==> config.mk <==
export PLATFORM = sky130hd
export DESIGN_NAME = rgb888_color_alu_core_flat
export DESIGN_NICKNAME = d
export VERILOG_FILES = /design/src/design/rca_pkg.sv /design/src/design/rca_if.sv /design/src/design/rgb888_color_alu_core.sv /design/src/design/rca_prep.sv /design/src/design/rca_mul.sv /design/src/design/rca_fin.sv /design/src/flat_wrapper.sv
export SDC_FILE = /design/constraint.sdc
export NUM_CORES = 2
export LEC_CHECK = 0
export BUFFER_PORTS_ARGS = -buffer_cell sky130_fd_sc_hd__buf_4
export CORE_ASPECT_RATIO = 0.9
export CORE_MARGIN = 4
export CORE_UTILIZATION = 65
export DETAILED_ROUTE_END_ITERATION = 10
export PLACE_DENSITY = 0.89
export SLEW_MARGIN = 40
export SYNTH_ARGS = -nofsm -noshare
export SYNTH_HDL_FRONTEND = slang
export SYNTH_HIERARCHICAL = 1
export SYNTH_SLANG_ARGS = --single-unit
==> constraint.sdc <==
create_clock -name clk_i -period 5.8 [get_ports clk_i]
set_clock_uncertainty 0.2 [all_clocks]
set_input_delay 0.87 -clock clk_i [delete_from_list [all_inputs] [get_ports clk_i]]
set_output_delay 0.87 -clock clk_i [all_outputs]
set_load 0.01 [all_outputs]
==> src/design/rca_pkg.sv <==
// rca_pkg: shared types, constants and the gamma table of the RGB888 color ALU.
// Used by the channel interfaces and by every module of the block.
package rca_pkg;

  // Field widths of the words on both channels
  localparam int FUNC_W   = 3;
  localparam int COLOR_W  = 24;
  localparam int FACTOR_W = 16;
  localparam int CHAN_W   = 8;
  localparam int NUM_CHAN = 3;

  // Default number of fraction bits of the Q-format factor
  localparam int FACTOR_FRAC_BITS_DEF = 8;

  // Multiplier operand widths: 9-bit signed (channel or channel difference)
  // times 16-bit signed, giving a 25-bit signed product.
  localparam int MX_W   = CHAN_W + 1;
  localparam int PROD_W = MX_W + FACTOR_W;
  // Blend accumulator: product plus a << frac (at most 24 bits), one extra bit
  localparam int ACC_W  = PROD_W + 1;

  // Operation codes, as carried on the func field
  typedef enum logic [FUNC_W-1:0] {
    OP_ADD   = 3'd0,
    OP_MOD   = 3'd1,
    OP_SCALE = 3'd2,
    OP_MERGE = 3'd3,
    OP_GAMMA = 3'd4,
    OP_PASS  = 3'd7   // unused codes pass color_a through
  } op_e;

  // Stage 1 -> stage 2: decoded op and multiplier operands
  typedef struct packed {
    op_e                                 op;
    logic [NUM_CHAN-1:0][CHAN_W-1:0]     a;
    logic [NUM_CHAN-1:0][CHAN_W-1:0]     b;
    logic [NUM_CHAN-1:0][MX_W-1:0]       mx;
    logic [NUM_CHAN-1:0][FACTOR_W-1:0]   my;
    logic                                merge_ovf;
  } s1_t;

  // Stage 2 -> stage 3: products per channel
  typedef struct packed {
    op_e                                 op;
    logic [NUM_CHAN-1:0][CHAN_W-1:0]     a;
    logic [NUM_CHAN-1:0][CHAN_W-1:0]     b;
    logic [NUM_CHAN-1:0][PROD_W-1:0]     prod;
    logic                                merge_ovf;
  } s2_t;

  // Gamma table: largest y with y^11 <= c^5 * 255^6, built at elaboration
  typedef logic [CHAN_W-1:0] gamma_lut_t [256];

  function automatic gamma_lut_t gamma_lut_f();
    gamma_lut_t  lut;
    logic [95:0] rhs;
    logic [95:0] pw;
    logic [7:0]  y;
    logic [7:0]  t;
    for (int c = 0; c < 256; c++) begin
      rhs = 96'd1;
      for (int k = 0; k < 5; k++) rhs = rhs * 96'(c);
      for (int k = 0; k < 6; k++) rhs = rhs * 96'd255;
      y = 8'd0;
      // bitwise search, y^11 is monotonic
      for (int bt = 7; bt >= 0; bt--) begin
        t  = y | 8'(1 << bt);
        pw = 96'd1;
        for (int k = 0; k < 11; k++) pw = pw * 96'(t);
        if (pw <= rhs) y = t;
      end
      lut[c] = y;
    end
    return lut;
  endfunction

  localparam gamma_lut_t GAMMA_LUT = gamma_lut_f();

endpackage

==> src/design/rca_if.sv <==
// rca_if: valid/ready channel interfaces for operand and result words.
// Depends on rca_pkg for field widths.
interface rca_in_if;
  logic                                valid;
  logic                                ready;
  logic [rca_pkg::FUNC_W-1:0]          func;
  logic [rca_pkg::COLOR_W-1:0]         color_a;
  logic [rca_pkg::COLOR_W-1:0]         color_b;
  logic signed [rca_pkg::FACTOR_W-1:0] factor;

  modport source (output valid, func, color_a, color_b, factor, input ready);
  modport sink   (input valid, func, color_a, color_b, factor, output ready);
endinterface

interface rca_out_if;
  logic                        valid;
  logic                        ready;
  logic [rca_pkg::COLOR_W-1:0] color_out;
  logic                        overflow;

  modport source (output valid, color_out, overflow, input ready);
  modport sink   (input valid, color_out, overflow, output ready);
endinterface

==> src/design/rgb888_color_alu_core.sv <==
// rgb888_color_alu_core: top level of the RGB888 color ALU, three-stage pipeline.
// Depends on rca_pkg, rca_if, rca_prep, rca_mul and rca_fin.
//
//   channel | dir | handshake     | word
//   in_i    | in  | valid / ready | func, color_a, color_b, factor
//   out_o   | out | valid / ready | color_out, overflow
//
// One word per cycle sustained while out_o.ready stays high; a result is
// registered in turn by the operand select, multiply and finish/output
// registers before it is offered on out_o.
// Reset clears only the stage valid bits; no table needs filling.
// Each stage takes a word when it is empty or its successor takes one, so
// bubbles close up under a stalled output and nothing is dropped or repeated.
module rgb888_color_alu_core #(
  parameter int FACTOR_FRAC_BITS = rca_pkg::FACTOR_FRAC_BITS_DEF
) (
  input  logic      clk_i,
  input  logic      rst_ni,
  rca_in_if.sink    in_i,
  rca_out_if.source out_o
);
  import rca_pkg::*;

  s1_t  s1;
  s2_t  s2;
  logic s1_valid;
  logic s1_ready;
  logic s2_valid;
  logic s2_ready;

  rca_prep #(
    .FACTOR_FRAC_BITS (FACTOR_FRAC_BITS)
  ) u_prep (
    .clk_i   (clk_i),
    .rst_ni  (rst_ni),
    .in_i    (in_i),
    .s1_o    (s1),
    .valid_o (s1_valid),
    .ready_i (s1_ready)
  );

  rca_mul u_mul (
    .clk_i   (clk_i),
    .rst_ni  (rst_ni),
    .s1_i    (s1),
    .valid_i (s1_valid),
    .ready_o (s1_ready),
    .s2_o    (s2),
    .valid_o (s2_valid),
    .ready_i (s2_ready)
  );

  rca_fin #(
    .FACTOR_FRAC_BITS (FACTOR_FRAC_BITS)
  ) u_fin (
    .clk_i   (clk_i),
    .rst_ni  (rst_ni),
    .s2_i    (s2),
    .valid_i (s2_valid),
    .ready_o (s2_ready),
    .out_o   (out_o)
  );

endmodule

==> src/design/rca_prep.sv <==
// rca_prep: pipeline stage 1, decodes func and selects multiplier operands.
// Depends on rca_pkg and rca_in_if.
module rca_prep #(
  parameter int FACTOR_FRAC_BITS = rca_pkg::FACTOR_FRAC_BITS_DEF
) (
  input  logic         clk_i,
  input  logic         rst_ni,
  rca_in_if.sink       in_i,
  output rca_pkg::s1_t s1_o,
  output logic         valid_o,
  input  logic         ready_i
);
  import rca_pkg::*;

  // 1.0 in the factor's fixed-point format; 18 bits hold it up to 16 frac bits
  localparam logic signed [FACTOR_W+1:0] ONE = (FACTOR_W+2)'(1) <<< FACTOR_FRAC_BITS;

  logic valid_q;
  s1_t  s1_d;
  s1_t  s1_q;

  // Operand selection per channel
  always_comb begin
    logic [CHAN_W-1:0]             ca;
    logic [CHAN_W-1:0]             cb;
    logic signed [FACTOR_W+1:0]    f_ext;
    f_ext = (FACTOR_W+2)'(in_i.factor);
    case (in_i.func)
      OP_ADD:   s1_d.op = OP_ADD;
      OP_MOD:   s1_d.op = OP_MOD;
      OP_SCALE: s1_d.op = OP_SCALE;
      OP_MERGE: s1_d.op = OP_MERGE;
      OP_GAMMA: s1_d.op = OP_GAMMA;
      default:  s1_d.op = OP_PASS;
    endcase
    // merge ratio outside 0..1
    s1_d.merge_ovf = (f_ext < 0) || (f_ext > ONE);
    for (int i = 0; i < NUM_CHAN; i++) begin
      ca = in_i.color_a[i*CHAN_W +: CHAN_W];
      cb = in_i.color_b[i*CHAN_W +: CHAN_W];
      s1_d.a[i] = ca;
      s1_d.b[i] = cb;
      case (s1_d.op)
        OP_MOD: begin
          s1_d.mx[i] = {1'b0, ca};
          s1_d.my[i] = FACTOR_W'(cb);
        end
        OP_SCALE: begin
          s1_d.mx[i] = {1'b0, ca};
          s1_d.my[i] = in_i.factor;
        end
        OP_MERGE: begin
          // a*(1-r) + b*r = (a << frac) + (b-a)*r
          s1_d.mx[i] = {1'b0, cb} - {1'b0, ca};
          s1_d.my[i] = in_i.factor;
        end
        default: begin
          s1_d.mx[i] = '0;
          s1_d.my[i] = '0;
        end
      endcase
    end
  end

  assign in_i.ready = !valid_q || ready_i;

  // Stage register
  always_ff @(posedge clk_i or negedge rst_ni) begin
    if (!rst_ni) begin
      valid_q <= 1'b0;
    end else if (in_i.ready) begin
      valid_q <= in_i.valid;
    end
  end

  always_ff @(posedge clk_i) begin
    if (in_i.valid && in_i.ready) begin
      s1_q <= s1_d;
    end
  end

  assign s1_o    = s1_q;
  assign valid_o = valid_q;

endmodule

==> src/design/rca_mul.sv <==
// rca_mul: pipeline stage 2, one 9x16 signed multiplier per channel.
// Depends on rca_pkg.
module rca_mul (
  input  logic         clk_i,
  input  logic         rst_ni,
  input  rca_pkg::s1_t s1_i,
  input  logic         valid_i,
  output logic         ready_o,
  output rca_pkg::s2_t s2_o,
  output logic         valid_o,
  input  logic         ready_i
);
  import rca_pkg::*;

  logic valid_q;
  s2_t  s2_d;
  s2_t  s2_q;

  // Products, both operands sign-extended to the full product width
  always_comb begin
    s2_d.op        = s1_i.op;
    s2_d.a         = s1_i.a;
    s2_d.b         = s1_i.b;
    s2_d.merge_ovf = s1_i.merge_ovf;
    for (int i = 0; i < NUM_CHAN; i++) begin
      s2_d.prod[i] = PROD_W'($signed(s1_i.mx[i])) * PROD_W'($signed(s1_i.my[i]));
    end
  end

  assign ready_o = !valid_q || ready_i;

  always_ff @(posedge clk_i or negedge rst_ni) begin
    if (!rst_ni) begin
      valid_q <= 1'b0;
    end else if (ready_o) begin
      valid_q <= valid_i;
    end
  end

  always_ff @(posedge clk_i) begin
    if (valid_i && ready_o) begin
      s2_q <= s2_d;
    end
  end

  assign s2_o    = s2_q;
  assign valid_o = valid_q;

endmodule

==> src/design/rca_fin.sv <==
// rca_fin: pipeline stage 3, finishes each channel (saturating add, clamp,
// divide by 255, gamma lookup) and holds the result word. Depends on rca_pkg and rca_out_if.
module rca_fin #(
  parameter int FACTOR_FRAC_BITS = rca_pkg::FACTOR_FRAC_BITS_DEF
) (
  input  logic         clk_i,
  input  logic         rst_ni,
  input  rca_pkg::s2_t s2_i,
  input  logic         valid_i,
  output logic         ready_o,
  rca_out_if.source    out_o
);
  import rca_pkg::*;

  localparam int FB = FACTOR_FRAC_BITS;

  logic               valid_q;
  logic [COLOR_W-1:0] color_d;
  logic [COLOR_W-1:0] color_q;
  logic               ovf_d;
  logic               ovf_q;

  // Per-channel result
  always_comb begin
    logic [ACC_W-1:0]  prod_ext;
    logic [ACC_W-1:0]  a_sh;
    logic [ACC_W-1:0]  v;
    logic              neg;
    logic              hi_nz;
    logic              over;
    logic [CHAN_W-1:0] sat;
    logic [15:0]       mx;
    logic [15:0]       msum;
    logic [CHAN_W:0]   s;
    logic [CHAN_W-1:0] res;
    ovf_d = (s2_i.op == OP_MERGE) && s2_i.merge_ovf;
    for (int i = 0; i < NUM_CHAN; i++) begin
      // scale / merge accumulator and clamp
      prod_ext = {s2_i.prod[i][PROD_W-1], s2_i.prod[i]};
      a_sh     = ACC_W'(s2_i.a[i]) << FB;
      v        = (s2_i.op == OP_MERGE) ? prod_ext + a_sh : prod_ext;
      neg      = v[ACC_W-1];
      hi_nz    = |v[ACC_W-2:FB+CHAN_W];
      // above 255.0 exactly
      over     = hi_nz || ((&v[FB +: CHAN_W]) && (|v[FB-1:0]));
      sat      = neg ? '0 : (hi_nz ? '1 : v[FB +: CHAN_W]);
      // x / 255 for x < 2^16: (x + (x >> 8) + 1) >> 8
      mx       = s2_i.prod[i][15:0];
      msum     = mx + {8'd0, mx[15:8]} + 16'd1;
      // saturating add
      s        = {1'b0, s2_i.a[i]} + {1'b0, s2_i.b[i]};
      case (s2_i.op)
        OP_ADD: begin
          res = s[CHAN_W] ? '1 : s[CHAN_W-1:0];
          if (s[CHAN_W]) ovf_d = 1'b1;
        end
        OP_MOD:   res = msum[15:8];
        OP_SCALE: begin
          res = sat;
          if (neg || over) ovf_d = 1'b1;
        end
        OP_MERGE: res = sat;
        OP_GAMMA: res = GAMMA_LUT[s2_i.a[i]];
        default:  res = s2_i.a[i];
      endcase
      color_d[i*CHAN_W +: CHAN_W] = res;
    end
  end

  assign ready_o = !valid_q || out_o.ready;

  // Output register
  always_ff @(posedge clk_i or negedge rst_ni) begin
    if (!rst_ni) begin
      valid_q <= 1'b0;
    end else if (ready_o) begin
      valid_q <= valid_i;
    end
  end

  always_ff @(posedge clk_i) begin
    if (valid_i && ready_o) begin
      color_q <= color_d;
      ovf_q   <= ovf_d;
    end
  end

  assign out_o.valid     = valid_q;
  assign out_o.color_out = color_q;
  assign out_o.overflow  = ovf_q;

endmodule
==> src/flat_wrapper.sv <==
// flat-port wrapper written by rule: the top's interface ports become plain ports
module rgb888_color_alu_core_flat import rca_pkg::*;
#(
  parameter int FACTOR_FRAC_BITS = rca_pkg::FACTOR_FRAC_BITS_DEF
)
  (clk_i, rst_ni, in_i_valid, in_i_func, in_i_color_a, in_i_color_b, in_i_factor, in_i_ready, out_o_valid, out_o_color_out, out_o_overflow, out_o_ready);
  rca_in_if in_i_i ();
  rca_out_if out_o_i ();
  input  logic clk_i;
  input  logic rst_ni;
  input wire logic [$bits(in_i_i.valid)-1:0] in_i_valid;
  input wire logic [$bits(in_i_i.func)-1:0] in_i_func;
  input wire logic [$bits(in_i_i.color_a)-1:0] in_i_color_a;
  input wire logic [$bits(in_i_i.color_b)-1:0] in_i_color_b;
  input wire logic [$bits(in_i_i.factor)-1:0] in_i_factor;
  output wire logic [$bits(in_i_i.ready)-1:0] in_i_ready;
  output wire logic [$bits(out_o_i.valid)-1:0] out_o_valid;
  output wire logic [$bits(out_o_i.color_out)-1:0] out_o_color_out;
  output wire logic [$bits(out_o_i.overflow)-1:0] out_o_overflow;
  input wire logic [$bits(out_o_i.ready)-1:0] out_o_ready;
  assign in_i_i.valid = in_i_valid;
  assign in_i_i.func = in_i_func;
  assign in_i_i.color_a = in_i_color_a;
  assign in_i_i.color_b = in_i_color_b;
  assign in_i_i.factor = in_i_factor;
  assign in_i_ready = in_i_i.ready;
  assign out_o_valid = out_o_i.valid;
  assign out_o_color_out = out_o_i.color_out;
  assign out_o_overflow = out_o_i.overflow;
  assign out_o_i.ready = out_o_ready;
  rgb888_color_alu_core #(.FACTOR_FRAC_BITS(FACTOR_FRAC_BITS)) u_core (.clk_i(clk_i), .rst_ni(rst_ni), .in_i(in_i_i), .out_o(out_o_i));
endmodule
# After elaboration in Yosys (flattened, before gate mapping)
# Memory sizes are Yosys's and may differ from the RTL's.
# Index checks and enable logic that the tools add are counted.
# totals
output_inout_bits,27
in_bits,71
memories,3
elab_cells,141
regBits,282
mem_bits_ro,6144
# classes
add_sub_neg,15
n_mux,37
bitwise_logic,3
eq_ne,11
n_reduce_logical,34
multipliers,3
n_lt_le_gt_ge,5
# memory_table
memory,words,width,rd,rd_clocked_by_memory_dff,wr,line,text
(name not given),256,8,1,0,0,rca_fin.sv:63,OP_GAMMA: res = GAMMA_LUT[s2_i.a[i]];
(name not given),256,8,1,0,0,rca_fin.sv:63,
(name not given),256,8,1,0,0,rca_fin.sv:63,
# ops
op,count
8-bit 2-to-1 mux,15
16-bit one-hot mux with 2 select lines,3
8-bit one-hot mux with 4 select lines,3
25-bit by 17-bit adder with 26-bit output,3
26-bit 2-to-1 mux,3
9-bit by 16-bit multiplier with 25-bit output,3
9-bit one-hot mux with 2 select lines,3
16-bit by 1-bit adder with 16-bit output (second input constant),3
16-bit by 8-bit adder with 16-bit output,3
8-bit by 8-bit adder with 9-bit output,3
9-bit >= comparator (second input constant),3
8-bit inverter with 9-bit output,3
9-bit OR reduction,3
8-bit by 8-bit subtractor with 9-bit output,3
8-bit AND reduction,3
8-bit OR reduction,3
3-bit by 2-bit equality test with 1-bit output (second input constant),6
16-bit by 10-bit greater-than comparator with 1-bit output (second input constant),1
16-bit by 1-bit less-than comparator with 1-bit output (second input constant),1
3-bit one-hot mux with 5 select lines,1
1-bit logical OR,10
3-bit by 1-bit equality test with 1-bit output (second input constant),3
1-bit logical AND,7
3-bit equality test (second input constant),2
5 further kinds,17

# Longest topological paths before layout
# logic_depth
depth_word,12
ltp_mapped,19
ltp_nobuf,18

# By module
# The synthesis kept the hierarchy.
# by_module_without_submodules
module,area_per_inst_um2,seq_area_each_um2,cells_per_inst,instances
rca_mul,18517.8,3838.7,1734,1
rca_fin,10161.0,775.7,1489,1
rca_prep,5387.7,3358.2,399,1

# Worst setup path after synthesis
# No wires, ideal clock.
# synth_path
path_type,flip-flop to flip-flop
startpoint,register u_core.u_prep.s1_q (netlist bit u_core/u_prep/s1_o[58])
endpoint,register u_core.u_mul.s2_q (netlist bit u_core/u_mul/s2_o[48]) (data pin)
n_path_buf,1
arrival_ps,4884
required_time_ps,5342
stages_incl_launch_ff,19
synth_period_minus_slack_ps,5342
path_slack_ps,458
setup_ps,258
path_cell_list,edfxtp_1 clkbuf_1 nand2_1 fa_1 inv_1 fa_1 inv_1 fa_1 inv_1 fa_1 fa_1 ha_1 nor3_1 nor3_1 a221oi_2 a21oi_1 a311o_1 a21oi_2 xnor2_1
# synth_lines
element,line,text
from (decl),rca_prep.sv:20,s1_t s1_q;
from (signal assigned),rca_prep.sv:78,s1_q <= s1_d;
to (signal assigned),rca_mul.sv:42,s2_q <= s2_d;
to (decl),rca_mul.sv:17,s2_t s2_q;

==> impl_metrics.prom <==
# TYPE chip_impl_metric gauge
chip_impl_info{name="status",value="completed"} 1
chip_impl_info{name="criticalPathCategory",value="reg -> reg"} 1
chip_impl_metric{name="coreArea",unit="um^2"} 51800
chip_impl_metric{name="wire_length_of_the_first_global_routing_pass",unit="um"} 149000
chip_impl_info{name="most_common_library_cell_in_the_layout_ignoring_fill_and_taps",value="inv_1"} 1
chip_impl_metric{name="yosysWarningCount",unit=""} 6
chip_impl_metric{name="post-synth-top-area-fraction",unit="%"} 23.2
chip_impl_metric{name="power.density_cell_area",unit="nW/um^2"} 439
chip_impl_metric{name="fin_total_pwr",unit="uW"} 16100
chip_impl_info{name="timing.critical_path.from_type",value="flip-flop"} 1
chip_impl_metric{name="share_clk_of_total_power",unit="%"} 12.4
chip_impl_metric{name="swShare",unit="%"} 47.3
chip_impl_metric{name="post-place-cells",unit=""} 4271
chip_impl_metric{name="timing_worst_slew_pin_value",unit="ns"} 0.833
chip_impl_metric{name="synth_area",unit="um^2"} 34100
chip_impl_metric{name="std_cell_rows",unit=""} 79
chip_impl_metric{name="synthesized_netlist_net_count",unit=""} 4341
chip_impl_metric{name="cts.sinks",unit=""} 266
chip_impl_metric{name="ys_seq_elements",unit=""} 266
chip_impl_metric{name="power.switching",unit="uW"} 7640
chip_impl_metric{name="post_drt_wl_per_cell",unit="um"} 21.3
chip_impl_metric{name="gpl.final_weighted_congestion",unit=""} 1.00
chip_impl_metric{name="grt.overflow.total",unit=""} 0
chip_impl_metric{name="grt_max_degree",unit=""} 66
chip_impl_metric{name="overall_die_height",unit="um"} 225
chip_impl_metric{name="dp.final_hpwl",unit="um"} 69500
chip_impl_metric{name="fmaxAchievable",unit="GHz"} 0.179
chip_impl_metric{name="cts.path.max_buffers",unit=""} 3
chip_impl_metric{name="timing.final.ws_setup",unit="ns"} 0.226
chip_impl_metric{name="pre_cts_slack",unit="ns"} 0.126
chip_impl_metric{name="synth_area_per_cell",unit="um^2"} 9.41
chip_impl_info{name="layout_common_cells",value="inv_1, nand2_1, fa_1"} 1
chip_impl_metric{name="design.die.area",unit="um^2"} 56100
chip_impl_metric{name="groute.usage.overall",unit="%"} 32.5
chip_impl_metric{name="clk-insertion-delay-late",unit="ns"} 0.58
chip_impl_info{name="critical_path.endpoint_type",value="flip-flop"} 1
chip_impl_metric{name="finalCriticalPeriod",unit="ns"} 5.57
chip_impl_metric{name="wire_length_reported_by_the_detailed_router",unit="um"} 93100
chip_impl_metric{name="combPwrFrac",unit="%"} 66.2
chip_impl_metric{name="count_of_filler_cells_inserted_in_the_layout",unit=""} 3593
chip_impl_metric{name="drt_drc_violations_left",unit=""} 0
chip_impl_metric{name="final.period_utilization",unit="%"} 96.1
chip_impl_metric{name="final_non_filler_cell_area",unit="um^2"} 36800
chip_impl_metric{name="cp_max_fo",unit=""} 8
chip_impl_metric{name="cts.clk_slew.worst_paths",unit="ns"} 0.06
chip_impl_metric{name="vdd_drop_max",unit="mV"} 0.412
chip_impl_metric{name="postSynthCellCount",unit=""} 3622
chip_impl_metric{name="nets",unit=""} 4369
chip_impl_metric{name="worstPathRequired",unit="ns"} 5.98
chip_impl_info{name="tritoncts",value="done"} 1
chip_impl_metric{name="remaining_number_of_nets_flagged_by_the_antenna_check_after_routing",unit=""} 0
chip_impl_metric{name="final-hold-violation-count",unit=""} 0
chip_impl_metric{name="floorplan.initialDensity",unit="%"} 65.8
chip_impl_info{name="yosys.area.top_type",value="edfxtp_1"} 1
chip_impl_metric{name="relSlewSlack",unit="%"} 44.3
chip_impl_metric{name="post_dp_cell_area",unit="um^2"} 35300
chip_impl_metric{name="synth-edff-count",unit=""} 263
chip_impl_metric{name="drv_cap",unit=""} 0
chip_impl_metric{name="power_frac_seq",unit="%"} 21.5
chip_impl_metric{name="holdWs",unit="ns"} 0.216
chip_impl_info{name="synth_area_leaders",value="edfxtp_1, fa_1, ha_1, inv_1, nand2_1"} 1
chip_impl_metric{name="internal_power",unit="uW"} 8510
chip_impl_metric{name="leakagePower",unit="uW"} 0.0162
chip_impl_info{name="dominantRegCellSynth",value="edfxtp_1"} 1
chip_impl_metric{name="die_x",unit="um"} 249
chip_impl_metric{name="route.detailed.vias_per_inst",unit=""} 6.52
chip_impl_metric{name="firstDrtPassIters",unit=""} 7
chip_impl_metric{name="worstPathArrival",unit="ns"} 5.76
chip_impl_metric{name="post_synth_num_cell_types",unit=""} 100
chip_impl_metric{name="antenna_violations_before_repair",unit=""} 3
chip_impl_metric{name="instances_no_fill",unit=""} 4365
chip_impl_metric{name="first_iter_violations",unit=""} 3707
chip_impl_metric{name="io_buffers",unit=""} 97
chip_impl_info{name="clockRootBuffer",value="clkbuf_16"} 1
chip_impl_metric{name="flow.area_growth_from_synthesis",unit="%"} 7.94
chip_impl_info{name="timing.hold.worst.class",value="reg -> reg"} 1
chip_impl_metric{name="num_vias",unit=""} 28400
chip_impl_metric{name="timing.final.max_slew_violations",unit=""} 0
chip_impl_metric{name="htree_levels",unit=""} 1
chip_impl_metric{name="seq_total_area_yosys",unit="%"} 23.4
chip_impl_metric{name="first_global_vias",unit=""} 27800
chip_impl_metric{name="cts-buffers-inserted",unit=""} 30
chip_impl_metric{name="fraction_of_final_layout_cells_sized_beyond_drive_strength_1",unit="%"} 9.01
chip_impl_metric{name="io_pins",unit=""} 98
chip_impl_metric{name="timing.final.setup_violations",unit=""} 0
chip_impl_metric{name="postSynth.asyncResetShare",unit="%"} 1.13
[final cells by class]
cell class	count	area (um^2)	area share [%]
diodes	3	7.51	0.0204
clock buffers	34	807	2.19
clock inverters	22	245	0.667
inverters	386	1450	3.94
multi-input cells	2768	23800	64.8
flip-flops and latches	266	7970	21.7
well taps	688	861	2.34
repair buffers	198	1600	4.34
[power by group through the flow]
| stage | combinational [uW] | clock, uW | sequential (uW) |
|---|---|---|---|
| 6_report | 10700 | 2000 | 3460 |
| 5_1_grt | 11800 | 2110 | 3510 |
| 4_1_cts | 10300 | 2010 | 3460 |
| 3_5_place_dp | 10200 | 0 | 3490 |
| 3_3_place_gp | 9730 | 0 | 3470 |
| 2_1_floorplan | 7710 | 0 | 3270 |
[cells in the mapped netlist, drive strengths merged (14+ instances only)]
cell type  instances
inv              383
nand2            379
fa               366
ha               282
edfxtp           263
and2             221
nor2             208
o21ai            181
a21oi            176
clkbuf           144
xnor2             98
nand2b            61
buf               58
nor3              56
nand3             48
xor2              47
a31oi             45
nor2b             42
a211oi            39
o211ai            38
a21o              35
a22o              30
nand4             30
o22ai             26
o21a              23
a311oi            21
o221ai            16
o31ai             16
mux2i             15
nor4              15
o21bai            14
[per-layer routing]
metal	GRT usage, %	part of all wire [%]
met3	6.16	12
met4	13.9	5.0
met2	50.4	45
met1	45.5	38
met5	0	0
[worst max-delay path, stage by stage, from the launching register on]
cell,delay [ns]
edfxtp_1,0.55
nand2_1,0.21
fa_1,0.70
fa_1,0.49
fa_1,0.56
inv_1,0.05
fa_1,0.44
ha_1,0.33
ha_1,0.43
a21o_1,0.17
a21oi_2,0.07
a221o_1,0.36
a31oi_2,0.24
o41ai_4,0.10
mux2i_1,0.15
a2111oi_2,0.34
[path summary, 6_finish.rpt]
path	start	end	slack (ns)	cells after the start
worst max-delay path	u_core/u_prep/s1_o[67]$_DFFE_PP_	u_core/u_mul/s2_o[75]$_DFFE_PP_	0.23	15
worst min-delay path	u_core/u_prep/s1_o[100]$_DFFE_PP_	u_core/u_mul/s2_o[100]$_DFFE_PP_	0.22	0
worst max register to register	u_core/u_prep/s1_o[67]$_DFFE_PP_	u_core/u_mul/s2_o[75]$_DFFE_PP_	0.23	15
worst min register to register	u_core/u_prep/s1_o[100]$_DFFE_PP_	u_core/u_mul/s2_o[100]$_DFFE_PP_	0.22	0
max in group asynchronous	rst_ni	u_core/u_prep/valid_o$_DFFE_PN0N_	4.87	2
min in group asynchronous	rst_ni	u_core/u_mul/valid_o$_DFFE_PN0N_	0.44	2
[registers in the layout, summed over array words and instances (netlist names)]
signal and cells:
u_core/u_prep/s1_o 111, u_core/u_fin/out_o.overflow 1, u_core/u_mul/s2_o 127, u_core/u_mul/valid_o 1, u_core/u_prep/valid_o 1, u_core/u_fin/out_o.color_out 24
u_core/u_fin/out_o.valid 1
[cells by family (layout without fill, tap and decap cells)]
family | after synthesis | after routing | synth area share, %
AND/OR/NAND/NOR | 1140 | 1140 | 16.7
AO/OA/AOI/OAI | 803 | 803 | 16.0
adder cells (fa/ha/maj) | 648 | 648 | 31.9
buffers and inverters | 588 | 640 | 6.86
flip-flops | 266 | 266 | 23.4
XOR/XNOR | 145 | 145 | 3.73
multiplexers | 32 | 32 | 1.43
other | 0 | 3 | 0
[timing repair]
action                                  4_1_cts  5_1_grt
resized for setup                             0        1
endpoints found under the setup margin        0       14
hold buffers                                  1        0
buffers inserted                              0       32
endpoints found under the hold margin         3        0
[stage by stage]
stage,utilization (%),TNS (ns)
after CTS,70.3,0
after global placement,68.1,0
after global routing,71.0,-0.0293
final,71.0,0
after floorplan,-,0
after detailed placement,68.2,0
Note: power is estimated with default switching activity, not from simulation.
